### src/hw/rtl/ffha_pkg.sv
// types, codes and constants shared by the heap allocator modules
`timescale 1ns / 1ps
package ffha_pkg;

   localparam int POS_W  = 18;
   localparam int SIZE_W = 16;
   localparam int HDR_BYTES = 16;

   typedef enum logic [1:0] {
      TAG_NONE = 2'd0,
      TAG_FREE = 2'd1,
      TAG_USED = 2'd2
   } tag_type;

   typedef struct packed {
      tag_type             tag;
      logic [SIZE_W-1:0]   size;
   } entry_type;

   typedef enum logic [2:0] {
      ST_ALLOCATED      = 3'd0,
      ST_NO_MEMORY      = 3'd1,
      ST_ZERO_SIZE      = 3'd2,
      ST_RELEASED       = 3'd3,
      ST_OUT_OF_RANGE   = 3'd4,
      ST_DOUBLE_RELEASE = 3'd5,
      ST_NOT_HEADER     = 3'd6
   } status_type;

   localparam logic OP_ALLOCATE = 1'b0;
   localparam logic OP_RELEASE  = 1'b1;

   typedef enum logic [3:0] {
      CMD_NONE,
      CMD_CLEAR,
      CMD_START,
      CMD_READ_POS,
      CMD_STEP_POS,
      CMD_SPLIT_WR,
      CMD_MARK_USED,
      CMD_READ_HP,
      CMD_HOLD_H,
      CMD_READ_NX,
      CMD_MERGE,
      CMD_WR_H,
      CMD_READ_CUR,
      CMD_STEP_CUR,
      CMD_WR_PREV
   } cmd_op_type;

   typedef struct packed {
      cmd_op_type op;
      logic       load_rsp;
      status_type code;
   } dp_cmd_type;

   typedef struct packed {
      logic clr_last;
      logic op_release;
      logic zero_size;
      logic off_range;
      logic unaligned;
      logic pos_end;
      logic fit;
      logic split_ok;
      logic tag_free;
      logic tag_used;
      logic nx_end;
      logic cur_done;
      logic prev_merge;
   } dp_flags_type;

endpackage

### src/hw/rtl/ffha_ctrl.sv
// controller: sequences clearing, list walks, splits, merges and the response
`timescale 1ns / 1ps
module ffha_ctrl import ffha_pkg::*; (
   input  logic         clock,
   input  logic         reset,
   input  logic         req_valid,
   output logic         req_stall,
   output logic         rsp_valid,
   input  logic         rsp_stall,
   input  dp_flags_type flags,
   output dp_cmd_type   cmd
);

   typedef enum logic [15:0] {
      S_CLEAR = 16'h0001,
      S_IDLE  = 16'h0002,
      S_DISP  = 16'h0004,
      S_A_RD  = 16'h0008,
      S_A_EV  = 16'h0010,
      S_A_SPL = 16'h0020,
      S_A_MRK = 16'h0040,
      S_R_RD  = 16'h0080,
      S_R_EV  = 16'h0100,
      S_R_NRD = 16'h0200,
      S_R_NEV = 16'h0400,
      S_R_HWR = 16'h0800,
      S_R_BRD = 16'h1000,
      S_R_BEV = 16'h2000,
      S_R_PWR = 16'h4000,
      S_RESP  = 16'h8000
   } state_type;

   state_type  state_ff, state_in;
   status_type code_ff, code_in;
   logic       rsp_valid_ff, rsp_valid_in;
   logic       out_free;

   assign out_free  = !rsp_valid_ff || !rsp_stall;
   assign req_stall = (state_ff != S_IDLE);
   assign rsp_valid = rsp_valid_ff;

   always_comb begin
      state_in     = state_ff;
      code_in      = code_ff;
      cmd.op       = CMD_NONE;
      cmd.load_rsp = 1'b0;
      cmd.code     = code_ff;
      rsp_valid_in = rsp_valid_ff && rsp_stall;
      case (state_ff)
         S_CLEAR: begin
            cmd.op = CMD_CLEAR;
            if (flags.clr_last) begin
               state_in = S_IDLE;
            end
         end
         S_IDLE: begin
            if (req_valid) begin
               cmd.op   = CMD_START;
               state_in = S_DISP;
            end
         end
         S_DISP: begin
            if (!flags.op_release) begin
               if (flags.zero_size) begin
                  code_in  = ST_ZERO_SIZE;
                  state_in = S_RESP;
               end else begin
                  state_in = S_A_RD;
               end
            end else if (flags.off_range) begin
               code_in  = ST_OUT_OF_RANGE;
               state_in = S_RESP;
            end else if (flags.unaligned) begin
               code_in  = ST_NOT_HEADER;
               state_in = S_RESP;
            end else begin
               state_in = S_R_RD;
            end
         end
         S_A_RD: begin
            if (flags.pos_end) begin
               code_in  = ST_NO_MEMORY;
               state_in = S_RESP;
            end else begin
               cmd.op   = CMD_READ_POS;
               state_in = S_A_EV;
            end
         end
         S_A_EV: begin
            if (flags.fit) begin
               state_in = flags.split_ok ? S_A_SPL : S_A_MRK;
            end else begin
               cmd.op   = CMD_STEP_POS;
               state_in = S_A_RD;
            end
         end
         S_A_SPL: begin
            cmd.op   = CMD_SPLIT_WR;
            state_in = S_A_MRK;
         end
         S_A_MRK: begin
            cmd.op   = CMD_MARK_USED;
            code_in  = ST_ALLOCATED;
            state_in = S_RESP;
         end
         S_R_RD: begin
            cmd.op   = CMD_READ_HP;
            state_in = S_R_EV;
         end
         S_R_EV: begin
            if (flags.tag_free) begin
               code_in  = ST_DOUBLE_RELEASE;
               state_in = S_RESP;
            end else if (!flags.tag_used) begin
               code_in  = ST_NOT_HEADER;
               state_in = S_RESP;
            end else begin
               cmd.op   = CMD_HOLD_H;
               state_in = S_R_NRD;
            end
         end
         S_R_NRD: begin
            if (flags.nx_end) begin
               state_in = S_R_HWR;
            end else begin
               cmd.op   = CMD_READ_NX;
               state_in = S_R_NEV;
            end
         end
         S_R_NEV: begin
            if (flags.tag_free) begin
               cmd.op   = CMD_MERGE;
               state_in = S_R_NRD;
            end else begin
               state_in = S_R_HWR;
            end
         end
         S_R_HWR: begin
            cmd.op   = CMD_WR_H;
            state_in = S_R_BRD;
         end
         S_R_BRD: begin
            // walk from the arena start to find the block just before the freed one
            if (flags.cur_done) begin
               if (flags.prev_merge) begin
                  state_in = S_R_PWR;
               end else begin
                  code_in  = ST_RELEASED;
                  state_in = S_RESP;
               end
            end else begin
               cmd.op   = CMD_READ_CUR;
               state_in = S_R_BEV;
            end
         end
         S_R_BEV: begin
            cmd.op   = CMD_STEP_CUR;
            state_in = S_R_BRD;
         end
         S_R_PWR: begin
            cmd.op   = CMD_WR_PREV;
            code_in  = ST_RELEASED;
            state_in = S_RESP;
         end
         S_RESP: begin
            if (out_free) begin
               cmd.load_rsp = 1'b1;
               rsp_valid_in = 1'b1;
               state_in     = S_IDLE;
            end
         end
         default: begin
            state_in = S_IDLE;
         end
      endcase
   end

   always_ff @(posedge clock) begin
      if (reset) begin
         state_ff     <= S_CLEAR;
         code_ff      <= ST_ALLOCATED;
         rsp_valid_ff <= 1'b0;
      end else begin
         state_ff     <= state_in;
         code_ff      <= code_in;
         rsp_valid_ff <= rsp_valid_in;
      end
   end

endmodule

### config.mk
export PLATFORM = sky130hd
export DESIGN_NAME = ffha_ctrl
export DESIGN_NICKNAME = d
export VERILOG_FILES = /design/src/hw/rtl/ffha_pkg.sv /design/src/hw/rtl/ffha_ctrl.sv
export SDC_FILE = /design/constraint.sdc
export NUM_CORES = 1
export LEC_CHECK = 0
export BUFFER_PORTS_ARGS = -buffer_cell sky130_fd_sc_hd__buf_2
export CAP_MARGIN = 20
export CORE_UTILIZATION = 48
export DETAILED_ROUTE_END_ITERATION = 8
export PLACE_DENSITY = 0.81
export SLEW_MARGIN = 5
export SYNTH_ARGS = -nofsm -noshare
export SYNTH_HDL_FRONTEND = slang
export SYNTH_SLANG_ARGS = --single-unit
### constraint.sdc
create_clock -name clock -period 2.8 [get_ports clock]
set_input_delay 0.42 -clock clock [delete_from_list [all_inputs] [get_ports clock]]
set_output_delay 0.42 -clock clock [all_outputs]
set_load 0.01 [all_outputs]
# Word level (Yosys, flattened, before mapping)
# Index checks and enable logic that the tools add are counted.
[word_totals]
register_bits = 20
wordCells = 78
output_inout_bits = 10
inputBits = 17
[op_classes]
n_reduce_logical = 9
mux = 40
eq_ne = 26
[op_table]
columns = ["op", "count"]
rows = [
  ["16-bit one-hot mux with 14 select lines", 1],
  ["16-bit 2-to-1 mux", 12],
  ["4-bit one-hot mux with 14 select lines", 1],
  ["3-bit 2-to-1 mux", 10],
  ["12-bit 2-to-1 mux", 2],
  ["4-bit 2-to-1 mux", 5],
  ["3-bit one-hot mux with 6 select lines", 1],
  ["16-bit by 1-bit equality test with 1-bit output (second input constant)", 1],
  ["16-bit by 10-bit equality test with 1-bit output (second input constant)", 1],
  ["16-bit by 11-bit equality test with 1-bit output (second input constant)", 1],
  ["16-bit by 12-bit equality test with 1-bit output (second input constant)", 1],
  ["16-bit by 13-bit equality test with 1-bit output (second input constant)", 1],
  ["16-bit by 14-bit equality test with 1-bit output (second input constant)", 1],
  ["16-bit by 15-bit equality test with 1-bit output (second input constant)", 1],
  ["16-bit equality test (second input constant)", 1],
  ["16-bit by 2-bit equality test with 1-bit output (second input constant)", 1],
  ["16-bit by 3-bit equality test with 1-bit output (second input constant)", 1],
  ["16-bit by 4-bit equality test with 1-bit output (second input constant)", 1],
  ["16-bit by 5-bit equality test with 1-bit output (second input constant)", 1],
  ["16-bit by 6-bit equality test with 1-bit output (second input constant)", 1],
  ["16-bit by 7-bit equality test with 1-bit output (second input constant)", 1],
  ["16-bit by 8-bit equality test with 1-bit output (second input constant)", 1],
  ["16-bit by 9-bit equality test with 1-bit output (second input constant)", 1],
  ["16-bit by 2-bit != test with 1-bit output (second input constant)", 1],
  ["13 further kinds", 26],
]

# Longest topological paths before layout
[logic_depth]
depth_word = 4
ltp_mapped = 7
mapped_depth_nobuf = 5

# Worst setup path before layout
# OpenSTA, ideal clock, no wires.
[synth_timing]
path_kind = "register -> output"
start = "register state_ff[1]"
end = "output cmd[6] in the netlist's numbering"
required_time_ns = 2.380
arrival_ns = 1.732
n_path_buf = 1
setup_slack_ns = 0.648
stages_incl_launch_ff = 6
path_cell_list = "dfxtp_1 buf_2 nor4_4 nand2_1 or4_1 o21ai_0"
[synth_rtl]
columns = ["item", "line", "rtl"]
rows = [
  ["from (decl)", "ffha_ctrl.sv:33", "state_type state_ff, state_in;"],
  ["from (signal assigned)", "ffha_ctrl.sv:184", "state_ff <= state_in;"],
  ["to (decl)", "ffha_ctrl.sv:11", "output dp_cmd_type cmd"],
]

==> results.tsv <==
stage	metric	value	unit
detailed_routing	num_vias	1492	
synth	synth-edff-count	0	
final_layout	finalNonFillerCells	231	
synth	synth-seq-area-share	27.9	%
critical_path	r2r_start	state_ff[8]	
floorplanning	die_w	56.7	um
floorplanning	ios	27	
pwr	vdd_drop_max	280	uV
detailed_routing	drtIter0Drc	103	
critical_path	crit_chain	or4_1 > nor4_4 > nand2_1 > o211ai_1 > or4b_1 > buf_2	
timing	finalHoldViolations	0	
final_layout	area.growth.synth_to_final	13.9	%
clock_tree	worstSkewPairLatency	0.31	ns
synth	netlist_area	0.00144	mm2
critical_path	cpPeakStageDelay	0.65	ns
min_path	whs_path_depth	2	
min_path	hp-class	primary input to flip-flop	
synth	synth.distinct_cells	53	
critical_path	rrSetupSlack	0.65	ns
timing	slew_viol_final	0	
critical_path	worstPathMaxFanout	10	
global_routing	grt_overflow_total	0	
clock_tree	post-cts-setup-buffers	0	
synth	syn_avg_cell_area	8.11	um2
clock_tree	cts_root_buffer	clkbuf_4	
clock_tree	cts_tree	yes	
synth	synth_fp_nets	194	
timing	setup_viol	0	
synth	ys_async_sr_fraction	0	%
timing	skew	0.00386	ns
timing	maxSlewHeadroom	58.6	%
critical_path	crit_arrival	2.21	ns
critical_path	end_kind	output port	
critical_path	required	2.38	ns
floorplanning	start_util	51.2	%
timing	fmax	380	MHz
timing	fin_crit_sh	94.1	%
timing	fin_tns_setup	0	ns
timing	grt_setup_unrepaired	no	
critical_path	crit_buf_inv	1	
clock_tree	cts_buffer_depth	2	
floorplanning	num_rows	19	
placement	hpwl	2.79	mm
clock_tree	cts-htree-levels	1	
global_routing	grt_pass1_wl	6.49	mm
run_status	violations	DRC	
global_routing	track_usage	25.3	%
timing	fin_crit	2.63	ns
clock_tree	clkSlewWorstSetupHoldPaths	0.12	ns
synth	synth_seq_cells	20	
critical_path	worstReg2RegEnd	code_ff[0]	
clock_tree	cts.sinks	20	
floorplanning	die-area	0.00321	mm2
placement	port_buffers	26	
final_layout	nets	218	
floorplanning	core	0.00281	mm2
synth	ys.flop_type	dfxtp_1	
global_routing	grt_pass1_vias	1384	
synth	syn-instance-count	177	
detailed_routing	viasPerCell	6.46	
floorplanning	die_height	56.7	um
final_layout	final_layout_size_suffix_gt1_share	25.5	%
placement	place.gp.congestion	0.975	
detailed_routing	dr.pass1.iters	7	
critical_path	path_class	flip-flop to output port	
placement	dpl-instance-area	0.00157	mm2
critical_path	cp-start-kind	flip-flop	
job	cap_violations	0	
min_path	hold_end	state_ff[13]	
synth	yosysWarnings	0	
final_layout	stdcell_area	0.00164	mm2
timing	tightest_slew	0.616	ns
detailed_routing	drtAntennaViolNets	0	
critical_path	r2r_cells	6	
detailed_routing	wire_per_inst	16.2	um
final_layout	n_antenna_cell	0	
min_path	hold_start	flags[1]	
clock_tree	cts_buffers	3	
detailed_routing	totalWireLength	3.74	mm
critical_path	cpMaxStageDelayCell	or4_1	
detailed_routing	drcViolationCount	6	
global_routing	grt_max_degree	21	
pwr	p_leak	0.644	nW
pwr	p_per_area	389	mW/mm2
placement	place_inst	227	
global_routing	antenna_found_initial	0	
run_status	status	finished, violations left	
critical_path	cp_top_family	simple AND/OR/NAND/NOR gates	
timing repair:
item	4_1_cts	5_1_grt
endpoints found under the setup margin	0	2
hold buffers	0	0
gates resized for setup	0	1
layer usage:
metal	wire length (um)	share of wire (%)	GRT usage (%)
met2	1710	46	40.5
met4	82	2.2	6.07
met5	0	0	0
met1	1690	45	35.1
met3	255	6.8	4.15
cell families after synthesis:
group | synth area share [%]
AND/OR/NAND/NOR | 45.4
AO/OA/AOI/OAI | 17.4
flip-flops | 27.9
buffers and inverters | 5.49
XOR/XNOR | 3.05
multiplexers | 0.697
cell usage after synthesis (3+ instances only):
cell type	instances	area, um2
nor2_1	15	56.3
nand2_1	15	56.3
a21oi_1	9	45.0
xor2_1	3	26.3
nor4b_1	6	52.6
or3_1	4	25.0
clkbuf_1	3	11.3
buf_2	6	30.0
nor3_1	10	50.1
nand2b_1	3	18.8
nand4_1	6	37.5
o21ai_0	6	30.0
or2_2	4	25.0
nor4_1	8	50.1
dfxtp_1	20	400
inv_1	5	18.8
nand3_1	5	25.0
or4_1	5	37.5
cell usage in the layout, fill, tap and decap left out, types with 2 or more instances in the layout:
| cell | instances |
|---|---|
| nor3_1 | 10 |
| and4_1 | 2 |
| or3_1 | 4 |
| buf_4 | 4 |
| nand3_1 | 5 |
| nor4b_1 | 6 |
| inv_1 | 5 |
| dfxtp_1 | 20 |
| nand3b_1 | 2 |
| nand2_1 | 15 |
| a211oi_1 | 2 |
| or4_1 | 5 |
| o21ai_0 | 6 |
| nor3b_1 | 2 |
| xnor2_1 | 2 |
| a21oi_1 | 9 |
| nand2b_1 | 3 |
| nor4_1 | 8 |
| buf_2 | 26 |
| nand4_1 | 6 |
| nor2_1 | 15 |
| o32a_1 | 2 |
| xor2_1 | 3 |
| nand4b_1 | 2 |
| nor4_4 | 3 |
| or2_2 | 4 |
| clkbuf_4 | 3 |
registers in the layout, indices dropped and copies added, names as in the netlist:
name       count
state_ff      16
rsp_valid      1
code_ff        3
area by class of cell:
class | count | area [um2]
clock buffers | 3 | 22.5
repair buffers | 30 | 160
fillers | 276 | 1170
clock inverters | 1 | 30.0
well taps | 31 | 38.8
multi-input cells | 141 | 965
inverters | 5 | 18.8
flip-flops and latches | 20 | 400
through the flow:
step                hold WS [ns]  util [%]  power, mW  setup WS, ns
floorplan                  0.497         -      0.368         0.648
global placement           0.483      56.1      0.402         0.539
detailed placement         0.491      56.1      0.403         0.515
CTS                        0.304      58.0      0.636         0.156
global route               0.302      58.3      0.667        0.0194
finish                     0.308      58.3      0.636         0.166
worst max path at each step:
| stage | from | to | cells after the start |
|---|---|---|---|
| 3_3_place_gp | state_ff[0] | cmd[5] | 6 |
| 6_report | state_ff[0] | cmd[5] | 6 |
| 4_1_cts | state_ff[12] | cmd[5] | 6 |
| 3_5_place_dp | state_ff[0] | cmd[5] | 6 |
| 2_1_floorplan | state_ff[1] | cmd[6] | 5 |
| 5_1_grt | state_ff[12] | cmd[5] | 6 |
power by group:
group | total, mW | switching (mW) | internal [mW]
Clock | 0.237 | 0.0926 | 0.145
Sequential | 0.304 | 0.0137 | 0.290
Combinational | 0.0955 | 0.0533 | 0.0422
Power figures use the tool's default switching activity.
